[src/rtl/i2cram_pkg.sv]
// Shared types and constants for the I2C register access master.
// No dependencies; used by every module of the block.
package i2cram_pkg;

	localparam logic [4:0] P_IDLE     = 5'd0;
	localparam logic [4:0] P_ST_A     = 5'd1;
	localparam logic [4:0] P_ST_B     = 5'd2;
	localparam logic [4:0] P_ST_C     = 5'd3;
	localparam logic [4:0] P_RS_PRE   = 5'd4;
	localparam logic [4:0] P_TX_LOW   = 5'd5;
	localparam logic [4:0] P_TX_HIGH  = 5'd6;
	localparam logic [4:0] P_ACK_REL  = 5'd7;
	localparam logic [4:0] P_ACK_HIGH = 5'd8;
	localparam logic [4:0] P_ACK_POLL = 5'd9;
	localparam logic [4:0] P_RX_LOW   = 5'd10;
	localparam logic [4:0] P_RX_HIGH  = 5'd11;
	localparam logic [4:0] P_RA_LOW   = 5'd12;
	localparam logic [4:0] P_RA_HIGH  = 5'd13;
	localparam logic [4:0] P_SP_A     = 5'd14;
	localparam logic [4:0] P_SP_B     = 5'd15;
	localparam logic [4:0] P_SP_C     = 5'd16;

	localparam logic [1:0] OP_TICK  = 2'd0;
	localparam logic [1:0] OP_WRITE = 2'd1;
	localparam logic [1:0] OP_READ  = 2'd2;

	localparam logic [1:0] CFG_SHORT_WAIT = 2'd0;
	localparam logic [1:0] CFG_LONG_WAIT  = 2'd1;
	localparam logic [1:0] CFG_ACK_LIMIT  = 2'd2;

	localparam logic [15:0] SHORT_WAIT_RST = 16'd60;
	localparam logic [15:0] LONG_WAIT_RST  = 16'd130;
	localparam logic [7:0]  ACK_LIMIT_RST  = 8'd250;

	localparam logic [7:0] MSB_MASK = 8'h80;

	typedef struct packed {
		logic [15:0] short_wait;
		logic [15:0] long_wait;
		logic [7:0]  ack_limit;
	} cfg_t;

	typedef struct packed {
		logic       scl;
		logic       sda_out;
		logic       sda_drive;
		logic       bus_sel;
		logic       read_valid;
		logic [7:0] read_data;
		logic       read_last;
		logic       ack_error;
		logic       busy_res;
	} res_t;

endpackage

[src/rtl/i2cram_cfg.sv]
// Configuration register file: bus delays and acknowledge poll limit.
// Depends on i2cram_pkg.
module i2cram_cfg (
	input  logic               clk,
	input  logic               arst_n,
	input  logic               cfg_valid,
	output logic               cfg_ready,
	input  logic [1:0]         cfg_index,
	input  logic [15:0]        cfg_data,
	output i2cram_pkg::cfg_t   cfg
);

	i2cram_pkg::cfg_t cfg_q;

	assign cfg_ready = 1'b1;
	assign cfg       = cfg_q;

	always_ff @(posedge clk or negedge arst_n) begin
		if (!arst_n) begin
			cfg_q.short_wait <= i2cram_pkg::SHORT_WAIT_RST;
			cfg_q.long_wait  <= i2cram_pkg::LONG_WAIT_RST;
			cfg_q.ack_limit  <= i2cram_pkg::ACK_LIMIT_RST;
		end else if (cfg_valid && cfg_ready) begin
			case (cfg_index)
				i2cram_pkg::CFG_SHORT_WAIT: cfg_q.short_wait <= cfg_data;
				i2cram_pkg::CFG_LONG_WAIT:  cfg_q.long_wait  <= cfg_data;
				i2cram_pkg::CFG_ACK_LIMIT:  cfg_q.ack_limit  <= cfg_data[7:0];
				default: ;
			endcase
		end
	end

endmodule

[src/rtl/i2cram_seq.sv]
// Bus sequencer: phase, timing counters and shift state, advanced one tick
// per accepted word. Depends on i2cram_pkg.
module i2cram_seq #(
	parameter int WAIT_BITS = 16
) (
	input  logic               clk,
	input  logic               arst_n,
	input  logic               step,
	input  logic [1:0]         op,
	input  logic               bus,
	input  logic [7:0]         device_addr,
	input  logic [7:0]         register_addr,
	input  logic [7:0]         write_data,
	input  logic [7:0]         read_count,
	input  logic               sda_in,
	input  i2cram_pkg::cfg_t   cfg,
	output i2cram_pkg::res_t   res
);

	localparam int CW = (WAIT_BITS > 16) ? WAIT_BITS : 16;
	localparam logic [CW-1:0] WMAX = CW'({WAIT_BITS{1'b1}});

	logic [4:0]           phase_q;
	logic [WAIT_BITS-1:0] wait_q;
	logic [2:0]           bit_q;
	logic [7:0]           shift_q;
	logic [7:0]           left_q;
	logic [7:0]           poll_q;
	logic                 bus_q;
	logic [7:0]           dev_q;
	logic [7:0]           reg_q;
	logic [7:0]           data_q;
	logic                 rd_q;
	logic                 scl_q;
	logic                 sda_q;
	logic                 err_q;

	logic [4:0]           n_phase;
	logic [WAIT_BITS-1:0] n_wait;
	logic [2:0]           n_bit;
	logic [7:0]           n_shift;
	logic [7:0]           n_left;
	logic [7:0]           n_poll;
	logic                 n_bus;
	logic [7:0]           n_dev;
	logic [7:0]           n_reg;
	logic [7:0]           n_data;
	logic                 n_rd;
	logic                 n_scl;
	logic                 n_sda;
	logic                 n_err;
	logic                 pres_valid;
	logic [7:0]           pres_data;
	logic                 pres_last;
	logic                 go_en;
	logic [4:0]           go_ph;

	logic [CW-1:0]        sw_ext;
	logic [CW-1:0]        lw_ext;
	logic [WAIT_BITS-1:0] sw_dur;
	logic [WAIT_BITS-1:0] lw_dur;

	// zero delay counts as one tick, large values saturate to the counter
	always_comb begin
		sw_ext = CW'(cfg.short_wait);
		lw_ext = CW'(cfg.long_wait);
		if (sw_ext == '0)
			sw_dur = WAIT_BITS'(1);
		else if (sw_ext > WMAX)
			sw_dur = WMAX[WAIT_BITS-1:0];
		else
			sw_dur = sw_ext[WAIT_BITS-1:0];
		if (lw_ext == '0)
			lw_dur = WAIT_BITS'(1);
		else if (lw_ext > WMAX)
			lw_dur = WMAX[WAIT_BITS-1:0];
		else
			lw_dur = lw_ext[WAIT_BITS-1:0];
	end

	always_comb begin
		n_phase = phase_q;
		n_wait  = wait_q;
		n_bit   = bit_q;
		n_shift = shift_q;
		n_left  = left_q;
		n_poll  = poll_q;
		n_bus   = bus_q;
		n_dev   = dev_q;
		n_reg   = reg_q;
		n_data  = data_q;
		n_rd    = rd_q;
		n_scl   = scl_q;
		n_sda   = sda_q;
		n_err   = err_q;
		pres_valid = 1'b0;
		pres_data  = 8'd0;
		pres_last  = 1'b0;
		go_en = 1'b0;
		go_ph = i2cram_pkg::P_IDLE;

		if (phase_q == i2cram_pkg::P_IDLE) begin
			if (op == i2cram_pkg::OP_WRITE || op == i2cram_pkg::OP_READ) begin
				n_bus  = bus;
				n_dev  = device_addr;
				n_reg  = register_addr;
				n_rd   = (op == i2cram_pkg::OP_READ);
				n_data = n_rd ? read_count : write_data;
				n_left = 8'd0;
				n_bit  = 3'd0;
				n_err  = 1'b0;
				go_en  = 1'b1;
				go_ph  = i2cram_pkg::P_ST_A;
			end else begin
				n_scl = 1'b1;
				n_sda = 1'b1;
			end
		end else if (phase_q == i2cram_pkg::P_ACK_POLL) begin
			if (!sda_in) begin
				go_en = 1'b1;
				if (left_q == 8'd0) begin
					n_shift = reg_q;
					n_bit   = 3'd0;
					n_left  = 8'd1;
					go_ph   = i2cram_pkg::P_TX_LOW;
				end else if (left_q == 8'd1) begin
					n_left = 8'd2;
					if (rd_q) begin
						go_ph = i2cram_pkg::P_RS_PRE;
					end else begin
						n_shift = data_q;
						n_bit   = 3'd0;
						go_ph   = i2cram_pkg::P_TX_LOW;
					end
				end else if (rd_q) begin
					n_left  = (data_q != 8'd0) ? data_q : 8'd1;
					n_bit   = 3'd0;
					n_shift = 8'd0;
					go_ph   = i2cram_pkg::P_RX_LOW;
				end else begin
					go_ph = i2cram_pkg::P_SP_A;
				end
			end else if (poll_q >= cfg.ack_limit) begin
				n_err = 1'b1;
				go_en = 1'b1;
				go_ph = i2cram_pkg::P_SP_A;
			end else begin
				n_poll = poll_q + 8'd1;
			end
		end else if (phase_q > i2cram_pkg::P_SP_C) begin
			go_en = 1'b1;
			go_ph = i2cram_pkg::P_IDLE;
		end else if (wait_q > WAIT_BITS'(1)) begin
			n_wait = wait_q - WAIT_BITS'(1);
		end else begin
			go_en = 1'b1;
			case (phase_q)
				i2cram_pkg::P_ST_A: go_ph = i2cram_pkg::P_ST_B;
				i2cram_pkg::P_ST_B: go_ph = i2cram_pkg::P_ST_C;
				i2cram_pkg::P_ST_C: begin
					n_shift = (left_q == 8'd0) ? dev_q : dev_q + 8'd1;
					n_bit   = 3'd0;
					go_ph   = i2cram_pkg::P_TX_LOW;
				end
				i2cram_pkg::P_RS_PRE: go_ph = i2cram_pkg::P_ST_A;
				i2cram_pkg::P_TX_LOW: go_ph = i2cram_pkg::P_TX_HIGH;
				i2cram_pkg::P_TX_HIGH: begin
					if (bit_q == 3'd7) begin
						go_ph = i2cram_pkg::P_ACK_REL;
					end else begin
						n_bit   = bit_q + 3'd1;
						n_shift = {shift_q[6:0], 1'b0};
						go_ph   = i2cram_pkg::P_TX_LOW;
					end
				end
				i2cram_pkg::P_ACK_REL:  go_ph = i2cram_pkg::P_ACK_HIGH;
				i2cram_pkg::P_ACK_HIGH: go_ph = i2cram_pkg::P_ACK_POLL;
				i2cram_pkg::P_RX_LOW:   go_ph = i2cram_pkg::P_RX_HIGH;
				i2cram_pkg::P_RX_HIGH: begin
					n_shift = {shift_q[6:0], sda_in};
					if (bit_q == 3'd7) begin
						pres_valid = 1'b1;
						pres_data  = n_shift;
						pres_last  = (left_q == 8'd1);
						go_ph      = i2cram_pkg::P_RA_LOW;
					end else begin
						n_bit = bit_q + 3'd1;
						go_ph = i2cram_pkg::P_RX_LOW;
					end
				end
				i2cram_pkg::P_RA_LOW: go_ph = i2cram_pkg::P_RA_HIGH;
				i2cram_pkg::P_RA_HIGH: begin
					n_left = left_q - 8'd1;
					if (n_left == 8'd0) begin
						go_ph = i2cram_pkg::P_SP_A;
					end else begin
						n_bit   = 3'd0;
						n_shift = 8'd0;
						go_ph   = i2cram_pkg::P_RX_LOW;
					end
				end
				i2cram_pkg::P_SP_A: go_ph = i2cram_pkg::P_SP_B;
				i2cram_pkg::P_SP_B: go_ph = i2cram_pkg::P_SP_C;
				default:            go_ph = i2cram_pkg::P_IDLE;
			endcase
		end

		// entry actions of the phase being entered
		if (go_en) begin
			n_phase = go_ph;
			n_wait  = sw_dur;
			case (go_ph)
				i2cram_pkg::P_ST_A: begin
					n_scl = 1'b1;
					n_sda = 1'b1;
				end
				i2cram_pkg::P_ST_B: n_sda = 1'b0;
				i2cram_pkg::P_ST_C: n_scl = 1'b0;
				i2cram_pkg::P_RS_PRE: begin
					n_scl = 1'b0;
					n_sda = 1'b1;
				end
				i2cram_pkg::P_TX_LOW: begin
					n_scl = 1'b0;
					n_sda = |(n_shift & i2cram_pkg::MSB_MASK);
				end
				i2cram_pkg::P_TX_HIGH: n_scl = 1'b1;
				i2cram_pkg::P_ACK_REL: begin
					n_scl = 1'b0;
					n_sda = 1'b1;
				end
				i2cram_pkg::P_ACK_HIGH: n_scl = 1'b1;
				i2cram_pkg::P_ACK_POLL: begin
					n_poll = 8'd0;
					n_wait = '0;
				end
				i2cram_pkg::P_RX_LOW: begin
					n_scl  = 1'b0;
					n_sda  = 1'b1;
					n_wait = lw_dur;
				end
				i2cram_pkg::P_RX_HIGH: n_scl = 1'b1;
				i2cram_pkg::P_RA_LOW: begin
					n_scl = 1'b0;
					n_sda = (n_left == 8'd1);
				end
				i2cram_pkg::P_RA_HIGH: n_scl = 1'b1;
				i2cram_pkg::P_SP_A: begin
					n_scl  = 1'b0;
					n_sda  = 1'b0;
					n_wait = WAIT_BITS'(1);
				end
				i2cram_pkg::P_SP_B: n_scl = 1'b1;
				i2cram_pkg::P_SP_C: n_sda = 1'b1;
				default: begin
					n_phase = i2cram_pkg::P_IDLE;
					n_scl   = 1'b1;
					n_sda   = 1'b1;
					n_wait  = '0;
				end
			endcase
		end
	end

	always_ff @(posedge clk or negedge arst_n) begin
		if (!arst_n) begin
			phase_q <= i2cram_pkg::P_IDLE;
			wait_q  <= '0;
			bit_q   <= 3'd0;
			shift_q <= 8'd0;
			left_q  <= 8'd0;
			poll_q  <= 8'd0;
			bus_q   <= 1'b0;
			dev_q   <= 8'd0;
			reg_q   <= 8'd0;
			data_q  <= 8'd0;
			rd_q    <= 1'b0;
			scl_q   <= 1'b1;
			sda_q   <= 1'b1;
			err_q   <= 1'b0;
		end else if (step) begin
			phase_q <= n_phase;
			wait_q  <= n_wait;
			bit_q   <= n_bit;
			shift_q <= n_shift;
			left_q  <= n_left;
			poll_q  <= n_poll;
			bus_q   <= n_bus;
			dev_q   <= n_dev;
			reg_q   <= n_reg;
			data_q  <= n_data;
			rd_q    <= n_rd;
			scl_q   <= n_scl;
			sda_q   <= n_sda;
			err_q   <= n_err;
		end
	end

	always_comb begin
		res.scl        = n_scl;
		res.sda_out    = n_sda;
		res.sda_drive  = !(n_phase == i2cram_pkg::P_ACK_REL ||
			n_phase == i2cram_pkg::P_ACK_HIGH || n_phase == i2cram_pkg::P_ACK_POLL ||
			n_phase == i2cram_pkg::P_RX_LOW || n_phase == i2cram_pkg::P_RX_HIGH);
		res.bus_sel    = n_bus;
		res.read_valid = pres_valid;
		res.read_data  = pres_data;
		res.read_last  = pres_last;
		res.ack_error  = n_err;
		res.busy_res   = (n_phase != i2cram_pkg::P_IDLE);
	end

	a_phase_known: assert property (@(posedge clk) disable iff (!arst_n)
		phase_q <= i2cram_pkg::P_SP_C)
		else $error("sequencer phase out of range");

	a_read_then_ack: assert property (@(posedge clk) disable iff (!arst_n)
		step && res.read_valid |=> phase_q == i2cram_pkg::P_RA_LOW)
		else $error("received byte not followed by acknowledge phase");

	a_rx_count: assert property (@(posedge clk) disable iff (!arst_n)
		(phase_q == i2cram_pkg::P_RX_LOW || phase_q == i2cram_pkg::P_RX_HIGH ||
		 phase_q == i2cram_pkg::P_RA_LOW || phase_q == i2cram_pkg::P_RA_HIGH)
		|-> left_q != 8'd0)
		else $error("read burst running with no bytes left");

	a_err_stop: assert property (@(posedge clk) disable iff (!arst_n)
		$rose(err_q) |-> phase_q == i2cram_pkg::P_SP_A)
		else $error("ack error raised without issuing stop");

endmodule

[src/rtl/i2c_register_access_master.sv]
// I2C register access master, one bus tick per accepted word.
// Latency: the result word for a tick is valid the cycle after acceptance.
// Throughput: one word per cycle; the sequencer updates in a single pass and
// the output register only holds off input while a result waits under stall.
// Reset (arst_n low, asynchronous): idle, lines released, delays 60/130, ack limit 250.
// Depends on i2cram_pkg, i2cram_cfg and i2cram_seq.
module i2c_register_access_master #(
	parameter int WAIT_BITS = 16
) (
	input  logic        clk,
	input  logic        arst_n,
	input  logic        cmd_valid,
	output logic        cmd_stall,
	input  logic [1:0]  op,
	input  logic        bus,
	input  logic [7:0]  device_addr,
	input  logic [7:0]  register_addr,
	input  logic [7:0]  write_data,
	input  logic [7:0]  read_count,
	input  logic        sda_in,
	output logic        res_valid,
	input  logic        res_stall,
	output logic        scl,
	output logic        sda_out,
	output logic        sda_drive,
	output logic        bus_sel,
	output logic        read_valid,
	output logic [7:0]  read_data,
	output logic        read_last,
	output logic        ack_error,
	output logic        busy_res,
	input  logic        cfg_valid,
	output logic        cfg_ready,
	input  logic [1:0]  cfg_index,
	input  logic [15:0] cfg_data
);

	i2cram_pkg::cfg_t cfg;
	i2cram_pkg::res_t res;
	i2cram_pkg::res_t res_q;
	logic             res_valid_q;
	logic             step;

	assign cmd_stall = res_valid_q && res_stall;
	assign step      = cmd_valid && !cmd_stall;

	i2cram_cfg u_cfg (
		.clk       (clk),
		.arst_n    (arst_n),
		.cfg_valid (cfg_valid),
		.cfg_ready (cfg_ready),
		.cfg_index (cfg_index),
		.cfg_data  (cfg_data),
		.cfg       (cfg)
	);

	i2cram_seq #(
		.WAIT_BITS (WAIT_BITS)
	) u_seq (
		.clk           (clk),
		.arst_n        (arst_n),
		.step          (step),
		.op            (op),
		.bus           (bus),
		.device_addr   (device_addr),
		.register_addr (register_addr),
		.write_data    (write_data),
		.read_count    (read_count),
		.sda_in        (sda_in),
		.cfg           (cfg),
		.res           (res)
	);

	always_ff @(posedge clk or negedge arst_n) begin
		if (!arst_n) begin
			res_valid_q <= 1'b0;
		end else if (step) begin
			res_valid_q <= 1'b1;
		end else if (!res_stall) begin
			res_valid_q <= 1'b0;
		end
	end

	always_ff @(posedge clk) begin
		if (step) begin
			res_q <= res;
		end
	end

	assign res_valid  = res_valid_q;
	assign scl        = res_q.scl;
	assign sda_out    = res_q.sda_out;
	assign sda_drive  = res_q.sda_drive;
	assign bus_sel    = res_q.bus_sel;
	assign read_valid = res_q.read_valid;
	assign read_data  = res_q.read_data;
	assign read_last  = res_q.read_last;
	assign ack_error  = res_q.ack_error;
	assign busy_res   = res_q.busy_res;

endmodule

[config.mk]
export PLATFORM = sky130hd
export DESIGN_NAME = i2c_register_access_master
export DESIGN_NICKNAME = d
export VERILOG_FILES = /design/src/rtl/i2cram_pkg.sv /design/src/rtl/i2cram_cfg.sv /design/src/rtl/i2cram_seq.sv /design/src/rtl/i2c_register_access_master.sv
export SDC_FILE = /design/constraint.sdc
export NUM_CORES = 1
export LEC_CHECK = 0
export BUFFER_PORTS_ARGS = -buffer_cell sky130_fd_sc_hd__buf_2
export CORE_ASPECT_RATIO = 0.75
export CORE_MARGIN = 3
export CORE_UTILIZATION = 50
export DETAILED_ROUTE_END_ITERATION = 12
export GPL_TIMING_DRIVEN = 1
export PLACE_DENSITY = 0.69
export SLEW_MARGIN = 30
export SYNTH_ARGS = -nofsm -noshare
export SYNTH_HDL_FRONTEND = slang
export SYNTH_SLANG_ARGS = --single-unit
[constraint.sdc]
create_clock -name clk -period 4.2 [get_ports clk]
set_input_delay 0.84 -clock clk [delete_from_list [all_inputs] [get_ports clk]]
set_output_delay 0.84 -clock clk [all_outputs]
set_load 0.01 [all_outputs]
==> results.json, run 1 <==
{
  "cts_htree_levels": 4,
  "synthTopCellsByArea": "dfrtp_1, mux2_2, edfxtp_1",
  "rr_endpoint": "u_seq.wait_q[4]$_DFFE_PN0P_",
  "cp_slowest_cell": "or4_1",
  "synth_compound_area_share_pct": 16.6,
  "num_antenna_cells": 0,
  "place.gp.congestion": 0.968,
  "netlist_top_cells_count": "dfrtp_1, nand2_1, nor2_1",
  "postPlaceCellArea_mm2": 0.00847,
  "rows": 39,
  "crit_arrival_ns": 3.99,
  "post-route-drc-count": 0,
  "crit_type": "flip-flop to flip-flop",
  "avgRoutedWirePerCell_um": 19.3,
  "synth_simple_gate_area_share_pct": 20.3,
  "vdd_ir_drop_max_uv": 297,
  "tns_ns": 0,
  "insertion_delay_ns": 0.43,
  "cp-start-kind": "flip-flop",
  "ant_nets": 0,
  "cts_tree": "yes",
  "synth_top_family_by_area": "simple AND/OR/NAND/NOR gates",
  "drv_cap": 0,
  "fmax_mhz": 275,
  "fin_crit_sh_pct": 86.6,
  "ys_async_sr_fraction_pct": 88.1,
  "finalWirelength_um": 21500,
  "seqCellArea_mm2": 0.00345,
  "worstMarginPinSlew_ns": 0.909,
  "die_h_um": 115,
  "yosys_warnings": 0,
  "multi_input_area_mm2": 0.00416,
  "drive_gt1_share_pct": 24.9,
  "synth.avg_cell_area_um2": 9.49,
  "dieArea_mm2": 0.0173,
  "reg2reg_depth": 8,
  "dr.first_iter.drc_count": 846,
  "p_clk_share_pct": 28.8,
  "yosysTopAreaCellShare_pct": 33.1,
  "status": "finished, final reports clean",
  "critPathMaxStageDelay_ns": 0.73,
  "power.density_mw_per_mm2": 575,
  "io-pin-count": 78,
  "intPower_w": 0.00327,
  "p_leak_nw": 3.74,
  "worstPathCellList": "or4_1 -> or4_4 -> a2111oi_4 -> o21ba_2 -> nand2_2 -> nor4_4 -> a221oi_1 -> a21oi_1",
  "route.vias.total": 6845,
  "num-fill-cells": 1391,
  "core_mm2": 0.0153,
  "largest_reg_flops": 40,
  "synth_area_mm2": 0.00787,
  "critPathLaunch": "u_seq.wait_q[10]$_DFFE_PN0P_",
  "synthXorXnorAreaFrac_pct": 2.89,
  "required_ns": 4.55,
  "synth_most_common_cell": "dfrtp_1",
  "r2r_start": "u_seq.wait_q[10]$_DFFE_PN0P_",
  "swShare_pct": 37.4,
  "hold_path.class": "primary input to async pin",
  "synthMuxAreaShare_pct": 9.84,
  "timing.final.crit_period_ns": 3.64,
  "grt_max_degree": 65,
  "end_kind": "flip-flop",
  "track_usage_pct": 25.6,
  "die_w_um": 151,
  "post_cts_buffers": 0,
  "cts_sinks": 134,
  "ctsResizeCount": 0,
  "setup_viol": 0,
  "yosys.area_share.adder_pct": 2.86,
  "grt_pass1_vias": 6251,
  "clock_skew_ns": 0.00984,
  "synth.distinct_cells": 76,
  "netSwitchingPower_w": 0.00196,
  "final_cell_area_mm2": 0.00909,
  "maxSlewHeadroom_pct": 39.2,
  "hpwl_um": 15600,
  "start_util_pct": 51.4,
  "synthFlopType": "dfrtp_1",
  "clock-root-buffer": "clkbuf_16",
  "pwr-share-seq_pct": 39.8,
  "r2r_setup_slack_ns": 0.56,
  "cts_buffer_depth": 2,
  "ys_seq_area_share_pct": 43.8,
  "vias_per_cell": 6.15,
  "area_delta_synth_final_pct": 15.5,
  "grt_pass1_wl_um": 34200,
  "path_clk_slew_ns": 0.06,
  "synth_edf_count": 16,
  "final_hold_viol_count": 0,
  "combPwrFrac_pct": 31.4,
  "antenna_found_initial": 0,
  "ys_ff_latch": 134,
  "syn_inst": 829,
  "endpoint": "u_seq.wait_q[4]$_DFFE_PN0P_",
  "cts_hold_buf": 0,
  "rsz0062_at_grt": "no",
  "numCtsBuffers": 17,
  "crit_fanout": 12,
  "final_nets": 972,
  "firstDrtPassIters": 6,
  "portBuffers": 76,
  "syn-num-nets": 906,
  "yosys.area.top_type": "dfrtp_1",
  "slew_violations": 0,
  "grt.overflow.total": 0
}
## metrics by stage
| stage | hold slack [ns] | util (%) | instances | setup slack (ns) | power (W) |
|---|---|---|---|---|---|
| floorplan | 0.450 | - | 829 | 1.16 | 0.00315 |
| global placement | 0.467 | 55.3 | 1081 | 0.690 | 0.00365 |
| detailed placement | 0.475 | 55.3 | 1081 | 0.594 | 0.00368 |
| CTS | 0.482 | 59.3 | 1113 | 0.573 | 0.00520 |
| global route | 0.499 | 59.3 | 1113 | 0.330 | 0.00554 |
| finish | 0.473 | 59.3 | 1113 | 0.564 | 0.00523 |
## area by class of cell
type | instances | area share [%]
Tap cell | 205 | 2.82
Multi-Input combinational cell | 624 | 45.7
Timing Repair Buffer | 94 | 5.84
Clock buffer | 23 | 5.73
Inverter | 24 | 0.991
Sequential cell | 134 | 38.0
Clock inverter | 9 | 0.950
## layer usage
| metal | global-route usage, % | vias up | part of all wire (%) |
|---|---|---|---|
| li1 | - | 3207 | - |
| met2 | 32.0 | 357 | 39 |
| met4 | 6.94 | 0 | 1.4 |
| met5 | 0 | - | 0 |
| met3 | 10.8 | 35 | 13 |
| met1 | 39.6 | 3246 | 47 |
## cell usage in the layout, fill, tap and decap left out, types with 18 or more instances in the layout
| cell | count |
|---|---|
| a21oi_1 | 43 |
| buf_2 | 75 |
| buf_4 | 18 |
| clkbuf_16 | 19 |
| dfrtp_1 | 104 |
| ha_1 | 18 |
| inv_1 | 24 |
| mux2_2 | 59 |
| nand2_1 | 86 |
| nand3_1 | 25 |
| nor2_1 | 65 |
| nor3_1 | 24 |
| nor4_1 | 25 |
| o21ai_0 | 57 |
| xor2_1 | 18 |
## power groups by stage
stage | sequential, W | combinational (W) | clock, W
after floorplan | 0.00190 | 0.00124 | 0
after global placement | 0.00208 | 0.00157 | 0
after detailed placement | 0.00209 | 0.00159 | 0
after CTS | 0.00207 | 0.00160 | 0.00153
after global routing | 0.00213 | 0.00182 | 0.00159
final | 0.00208 | 0.00164 | 0.00151
## how the worst min path moves through the flow
stage / start / to / slack, ns
global route: u_seq.scl_q$_DFFE_PN1P_ / u_seq.scl_q$_DFFE_PN1P_ / 0.50
CTS: u_seq.scl_q$_DFFE_PN1P_ / u_seq.scl_q$_DFFE_PN1P_ / 0.48
detailed placement: u_seq.scl_q$_DFFE_PN1P_ / u_seq.scl_q$_DFFE_PN1P_ / 0.48
global placement: u_seq.scl_q$_DFFE_PN1P_ / u_seq.scl_q$_DFFE_PN1P_ / 0.47
finish: arst_n / u_cfg.cfg[21]$_DFFE_PN0P_ / 0.47
floorplan: u_seq.wait_q[11]$_DFFE_PN0P_ / u_seq.wait_q[11]$_DFFE_PN0P_ / 0.45
## critical path, delay by kind of cell, from the launching register on
kind	cells	cell delay [ns]
and+or+nand+nor	4	2.16
AOI/OAI and AO/OA	4	0.99
DFF	1	0.42
## kinds of logic after synthesis
family                   count (synthesis)
flip-flops                             134
buffers and inverters                   71
AND/OR/NAND/NOR                        310
AO/OA/AOI/OAI                          199
other                                    1
adder cells (fa/ha/maj)                 18
multiplexers                            70
XOR/XNOR                                26
Power figures use the tool's default switching activity.
==> inputs of run 2 (changes only) <==
--- a/config.mk
+++ b/config.mk
@@ -6,12 +6,14 @@
 export NUM_CORES = 1
 export LEC_CHECK = 0
 export BUFFER_PORTS_ARGS = -buffer_cell sky130_fd_sc_hd__buf_2
+export CELL_PAD_IN_SITES_DETAIL_PLACEMENT = 0
+export CELL_PAD_IN_SITES_GLOBAL_PLACEMENT = 1
 export CORE_ASPECT_RATIO = 0.75
 export CORE_MARGIN = 3
-export CORE_UTILIZATION = 50
+export CORE_UTILIZATION = 46
 export DETAILED_ROUTE_END_ITERATION = 12
 export GPL_TIMING_DRIVEN = 1
-export PLACE_DENSITY = 0.69
+export PLACE_DENSITY_LB_ADDON = 0.1
 export SLEW_MARGIN = 30
 export SYNTH_ARGS = -nofsm -noshare
 export SYNTH_HDL_FRONTEND = slang
==> run 2 against run 1 <==
Compared with the run above:
- design area grew 0.17%
- sequential power about the same
- flip-flop and latch count stayed put
- largest cell class unchanged
- via count is 2.1% higher
- highest routed layer unchanged
- count of clock-buffer cells in the layout decreased by 5
- hold slack lost 0.0085 ns
- cell count up 0.72%
- sequential share of layout area decreased by 0.063 points
- maximum frequency is 1.8% lower
- global-route usage down 0.18 points
- register-to-register slack worse by 0.07 ns
==> results.json, run 2 (synthesized netlist as in run 1, its figures left out) <==
{
  "cts_hold_buf": 0,
  "timing.final.crit_period_ns": 3.70,
  "die_w_um": 157,
  "post_cts_buffers": 0,
  "critPathLaunch": "u_seq.wait_q[10]$_DFFE_PN0P_",
  "numCtsBuffers": 17,
  "route.vias.total": 6987,
  "wl_met2_um": 8970,
  "p_leak_nw": 3.74,
  "reg2reg_depth": 8,
  "routed-wl-met3_um": 2060,
  "finalWirelength_um": 22900,
  "top_layer": "met4",
  "layout_commonest_cell": "dfrtp_1",
  "num_antenna_cells": 0,
  "insertion_delay_ns": 0.43,
  "final_nets": 975,
  "grt_max_degree": 64,
  "crit_fanout": 12,
  "crit_type": "flip-flop to flip-flop",
  "final_hold_viol_count": 0,
  "largest_reg_flops": 40,
  "antenna_found_initial": 0,
  "drv_cap": 0,
  "io-pin-count": 78,
  "setup_ws_ns": 0.498,
  "portBuffers": 76,
  "grt.overflow.total": 0,
  "track_usage_pct": 25.4,
  "ctsResizeCount": 0,
  "cp-start-kind": "flip-flop",
  "core_mm2": 0.0164,
  "fmax_mhz": 270,
  "slew_violations": 0,
  "pre_cts_slack_ns": 0.593,
  "r2r_setup_slack_ns": 0.50,
  "post-route-drc-count": 0,
  "cts_sinks": 134,
  "required_ns": 4.55,
  "crit_arrival_ns": 4.05,
  "dr.first_iter.drc_count": 736,
  "drive_gt1_share_pct": 25.2,
  "worstPathCellList": "or4_1 -> or4_4 -> a2111oi_4 -> o21ba_2 -> nand2_2 -> nor4_4 -> a221oi_1 -> a21oi_1",
  "end_kind": "flip-flop",
  "holdWs_ns": 0.464,
  "dieArea_mm2": 0.0187,
  "cts_buffer_depth": 2,
  "die_h_um": 119,
  "power.density_mw_per_mm2": 580,
  "grt_pass1_wl_um": 37400,
  "cts_htree_levels": 4,
  "final_cell_mix": "dfrtp_1, nand2_1, buf_2, nor2_1, mux2_2",
  "vias_per_cell": 6.23,
  "avgRoutedWirePerCell_um": 20.4,
  "rr_endpoint": "u_seq.wait_q[10]$_DFFE_PN0P_",
  "place.gp.congestion": 0.982,
  "area_delta_synth_final_pct": 15.7,
  "critPathMaxStageDelay_ns": 0.72,
  "clock_skew_ns": 0.0114,
  "worstMarginPinSlew_ns": 0.852,
  "ant_nets": 0,
  "firstDrtPassIters": 8,
  "start_util_pct": 48.1,
  "r2r_start": "u_seq.wait_q[10]$_DFFE_PN0P_",
  "m1WireLength_um": 11700,
  "fin_crit_sh_pct": 88.1,
  "setup_viol": 0,
  "hold_path.class": "primary input to async pin",
  "final_cell_area_mm2": 0.00911,
  "cp_slowest_cell": "or4_1",
  "rsz0062_at_grt": "no",
  "endpoint": "u_seq.wait_q[10]$_DFFE_PN0P_",
  "clock-root-buffer": "clkbuf_16",
  "maxSlewHeadroom_pct": 43.0,
  "postPlaceCellArea_mm2": 0.00851,
  "status": "finished, final reports clean",
  "hpwl_um": 17000,
  "cts_tree": "yes",
  "tns_ns": 0,
  "grt_pass1_vias": 6668,
  "rows": 40,
  "path_clk_slew_ns": 0.06,
  "vdd_ir_drop_max_uv": 293
}
run 2: per-stage QoR:
step           total power (W)  instances  utilization, %
6_report               0.00528       1121            55.6
5_1_grt                0.00559       1121            55.6
4_1_cts                0.00526       1121            55.6
3_5_place_dp           0.00374       1089            52.0
3_3_place_gp           0.00369       1089            52.0
2_1_floorplan          0.00315        829               -
run 2: critical path: cells and delay by family (launching register included):
family          cells  cell delay (ns)
simple gates        4             2.18
flops               1             0.42
compound gates      4             1.00
run 2: worst min-delay path by stage:
| stage | slack, ns | endpoint | from | cells after the start |
|---|---|---|---|---|
| after floorplan | 0.45 | u_seq.wait_q[11]$_DFFE_PN0P_ | u_seq.wait_q[11]$_DFFE_PN0P_ | 2 |
| after detailed placement | 0.47 | u_seq.scl_q$_DFFE_PN1P_ | u_seq.scl_q$_DFFE_PN1P_ | 2 |
| after global placement | 0.46 | u_seq.scl_q$_DFFE_PN1P_ | u_seq.scl_q$_DFFE_PN1P_ | 2 |
| after global routing | 0.50 | u_seq.scl_q$_DFFE_PN1P_ | u_seq.scl_q$_DFFE_PN1P_ | 2 |
| after CTS | 0.48 | u_seq.scl_q$_DFFE_PN1P_ | u_seq.scl_q$_DFFE_PN1P_ | 2 |
| final | 0.46 | u_seq.left_q[7]$_DFFE_PN0P_ | arst_n | 1 |
run 2: cell type report:
class                   instances  area, um2
inverters                      24       90.1
flip-flops and latches        134       3450
clock inverters                14        148
fillers                      1454       7260
clock buffers                  18        439
well taps                     210        263
repair buffers                 97        553
multi-input cells             624       4160
run 2: report_power, final:
group          switching, W  internal (W)
Clock              0.000612      0.000893
Combinational      0.000990      0.000686
Sequential         0.000433       0.00167
run 2: per-layer routing:
layer,GRT usage [%],up-vias
met2,32.3,331
met3,6.47,18
met1,42.0,3429
met5,0,-
met4,5.69,0
li1,-,3209
==> inputs of run 3 (changes only) <==
--- a/config.mk
+++ b/config.mk
@@ -5,7 +5,8 @@
 export SDC_FILE = /design/constraint.sdc
 export NUM_CORES = 1
 export LEC_CHECK = 0
-export BUFFER_PORTS_ARGS = -buffer_cell sky130_fd_sc_hd__buf_2
+export BUFFER_PORTS_ARGS = -buffer_cell sky130_fd_sc_hd__buf_4
+export CAP_MARGIN = 20
 export CELL_PAD_IN_SITES_DETAIL_PLACEMENT = 0
 export CELL_PAD_IN_SITES_GLOBAL_PLACEMENT = 1
 export CORE_ASPECT_RATIO = 0.75
==> run 3 against run 2 <==
Compared with the run above:
- maximum frequency increased by 4.7%
- first-iteration DRC count increased by 1.8%
- combinational power about the same
- sequential power about the same
- worst setup slack improved by 0.17 ns
- critical path type unchanged
- count of clock-buffer cells in the layout increased by 1
- utilization increased by 1.3 points
- sequential share of layout area decreased by 0.89 points
- critical path depth increased by 1
==> results.json, run 3 (synthesized netlist as in run 1, its figures left out) <==
{
  "critPathLaunch": "u_seq.phase_q[0]$_DFFE_PN0P_",
  "post_cts_buffers": 0,
  "final_cell_mix": "dfrtp_1, buf_4, nand2_1, nor2_1, mux2_2",
  "clock-root-buffer": "clkbuf_16",
  "p_leak_nw": 3.83,
  "cts_sinks": 134,
  "tns_ns": 0,
  "grt_pass1_wl_um": 36200,
  "required_ns": 4.45,
  "pre_cts_slack_ns": 0.664,
  "rows": 40,
  "dieArea_mm2": 0.0187,
  "num-fill-cells": 1435,
  "postPlaceCellArea_mm2": 0.00871,
  "post-route-drc-count": 0,
  "rsz0062_at_grt": "no",
  "ant_nets": 0,
  "path_clk_slew_ns": 0.06,
  "die_h_um": 119,
  "setup_ws_ns": 0.665,
  "maxSlewHeadroom_pct": 40.6,
  "firstDrtPassIters": 6,
  "cts_hold_buf": 0,
  "setup_viol": 0,
  "area_delta_synth_final_pct": 18.5,
  "endpoint": "sda_out$_DFFE_PP_",
  "clock_skew_ns": 0.0107,
  "final_core_util_pct": 57.0,
  "track_usage_pct": 24.6,
  "route.vias.total": 6900,
  "portBuffers": 76,
  "cp-start-kind": "flip-flop",
  "insertion_delay_ns": 0.43,
  "start_util_pct": 48.1,
  "fin_crit_sh_pct": 84.2,
  "final_cell_area_mm2": 0.00933,
  "hold_path.class": "primary input to async pin",
  "grt_max_degree": 50,
  "reg2reg_depth": 9,
  "num_antenna_cells": 0,
  "final_nets": 977,
  "power_w": 0.00531,
  "multi_input_area_mm2": 0.00417,
  "io-pin-count": 78,
  "vdd_ir_drop_max_uv": 259,
  "cts_htree_levels": 4,
  "place.gp.congestion": 0.961,
  "drive_gt1_share_pct": 25.5,
  "grt_pass1_vias": 6476,
  "slew_violations": 0,
  "vias_per_cell": 6.14,
  "timing.final.crit_period_ns": 3.54,
  "seqCellArea_mm2": 0.00345,
  "end_kind": "flip-flop",
  "ctsResizeCount": 0,
  "rr_endpoint": "sda_out$_DFFE_PP_",
  "numCtsBuffers": 17,
  "r2r_setup_slack_ns": 0.66,
  "dr.first_iter.drc_count": 749,
  "r2r_start": "u_seq.phase_q[0]$_DFFE_PN0P_",
  "fmax_mhz": 283,
  "antenna_found_initial": 0,
  "cts_tree": "yes",
  "crit_arrival_ns": 3.79,
  "largest_reg_flops": 40,
  "crit_fanout": 24,
  "power.density_mw_per_mm2": 569,
  "core_mm2": 0.0164,
  "drv_cap": 0,
  "layout_commonest_cell": "dfrtp_1",
  "status": "finished, final reports clean",
  "crit_type": "flip-flop to flip-flop",
  "final_hold_viol_count": 0,
  "hpwl_um": 16700,
  "cts_buffer_depth": 2,
  "avgRoutedWirePerCell_um": 20.0,
  "grt.overflow.total": 0,
  "finalWirelength_um": 22400,
  "worstMarginPinSlew_ns": 0.892,
  "die_w_um": 157
}
## run 3: where the power goes
part	switching [W]	total [W]	internal [W]
Clock	0.000605	0.00154	0.000931
Sequential	0.000437	0.00210	0.00167
Combinational	0.000976	0.00167	0.000695
Total	0.00202	0.00531	0.00329
## run 3: final cells by class
class / count / area share, %
Clock buffer: 19 / 4.98
Clock inverter: 13 / 1.56
Inverter: 24 / 0.966
Multi-Input combinational cell: 624 / 44.7
Sequential cell: 134 / 37.0
Tap cell: 210 / 2.82
Timing Repair Buffer: 99 / 7.97
## run 3: worst max-delay path: stages, from the launching register on
cell and delay (ns):
dfrtp_1 0.84, nand3_1 0.42, nor4_1 0.42, buf_4 0.23
nand4_1 0.13, mux2i_1 0.18, a221o_1 0.29, nor4_1 0.49
nand3_1 0.14, a31oi_1 0.21
## run 3: how the worst min path moves through the flow
stage	from	to	slack, ns
2_1_floorplan	u_seq.wait_q[11]$_DFFE_PN0P_	u_seq.wait_q[11]$_DFFE_PN0P_	0.45
3_3_place_gp	u_seq.scl_q$_DFFE_PN1P_	u_seq.scl_q$_DFFE_PN1P_	0.46
3_5_place_dp	u_seq.scl_q$_DFFE_PN1P_	u_seq.scl_q$_DFFE_PN1P_	0.47
4_1_cts	arst_n	u_seq.phase_q[0]$_DFFE_PN0P_	0.48
5_1_grt	u_seq.scl_q$_DFFE_PN1P_	u_seq.scl_q$_DFFE_PN1P_	0.50
6_report	arst_n	u_seq.left_q[6]$_DFFE_PN0P_	0.46
## run 3: per-stage QoR
stage / cells / hold slack [ns]
after floorplan: 829 / 0.450
after global placement: 1091 / 0.462
after detailed placement: 1091 / 0.472
after CTS: 1123 / 0.482
after global routing: 1123 / 0.497
final: 1123 / 0.461
## run 3: metal layers
layer	vias up	wire, um	global-route usage, %
li1	3205	-	-
met2	345	8940	31.9
met3	25	2400	7.66
met4	0	228	5.20
met1	3325	10800	39.5
met5	-	0	0
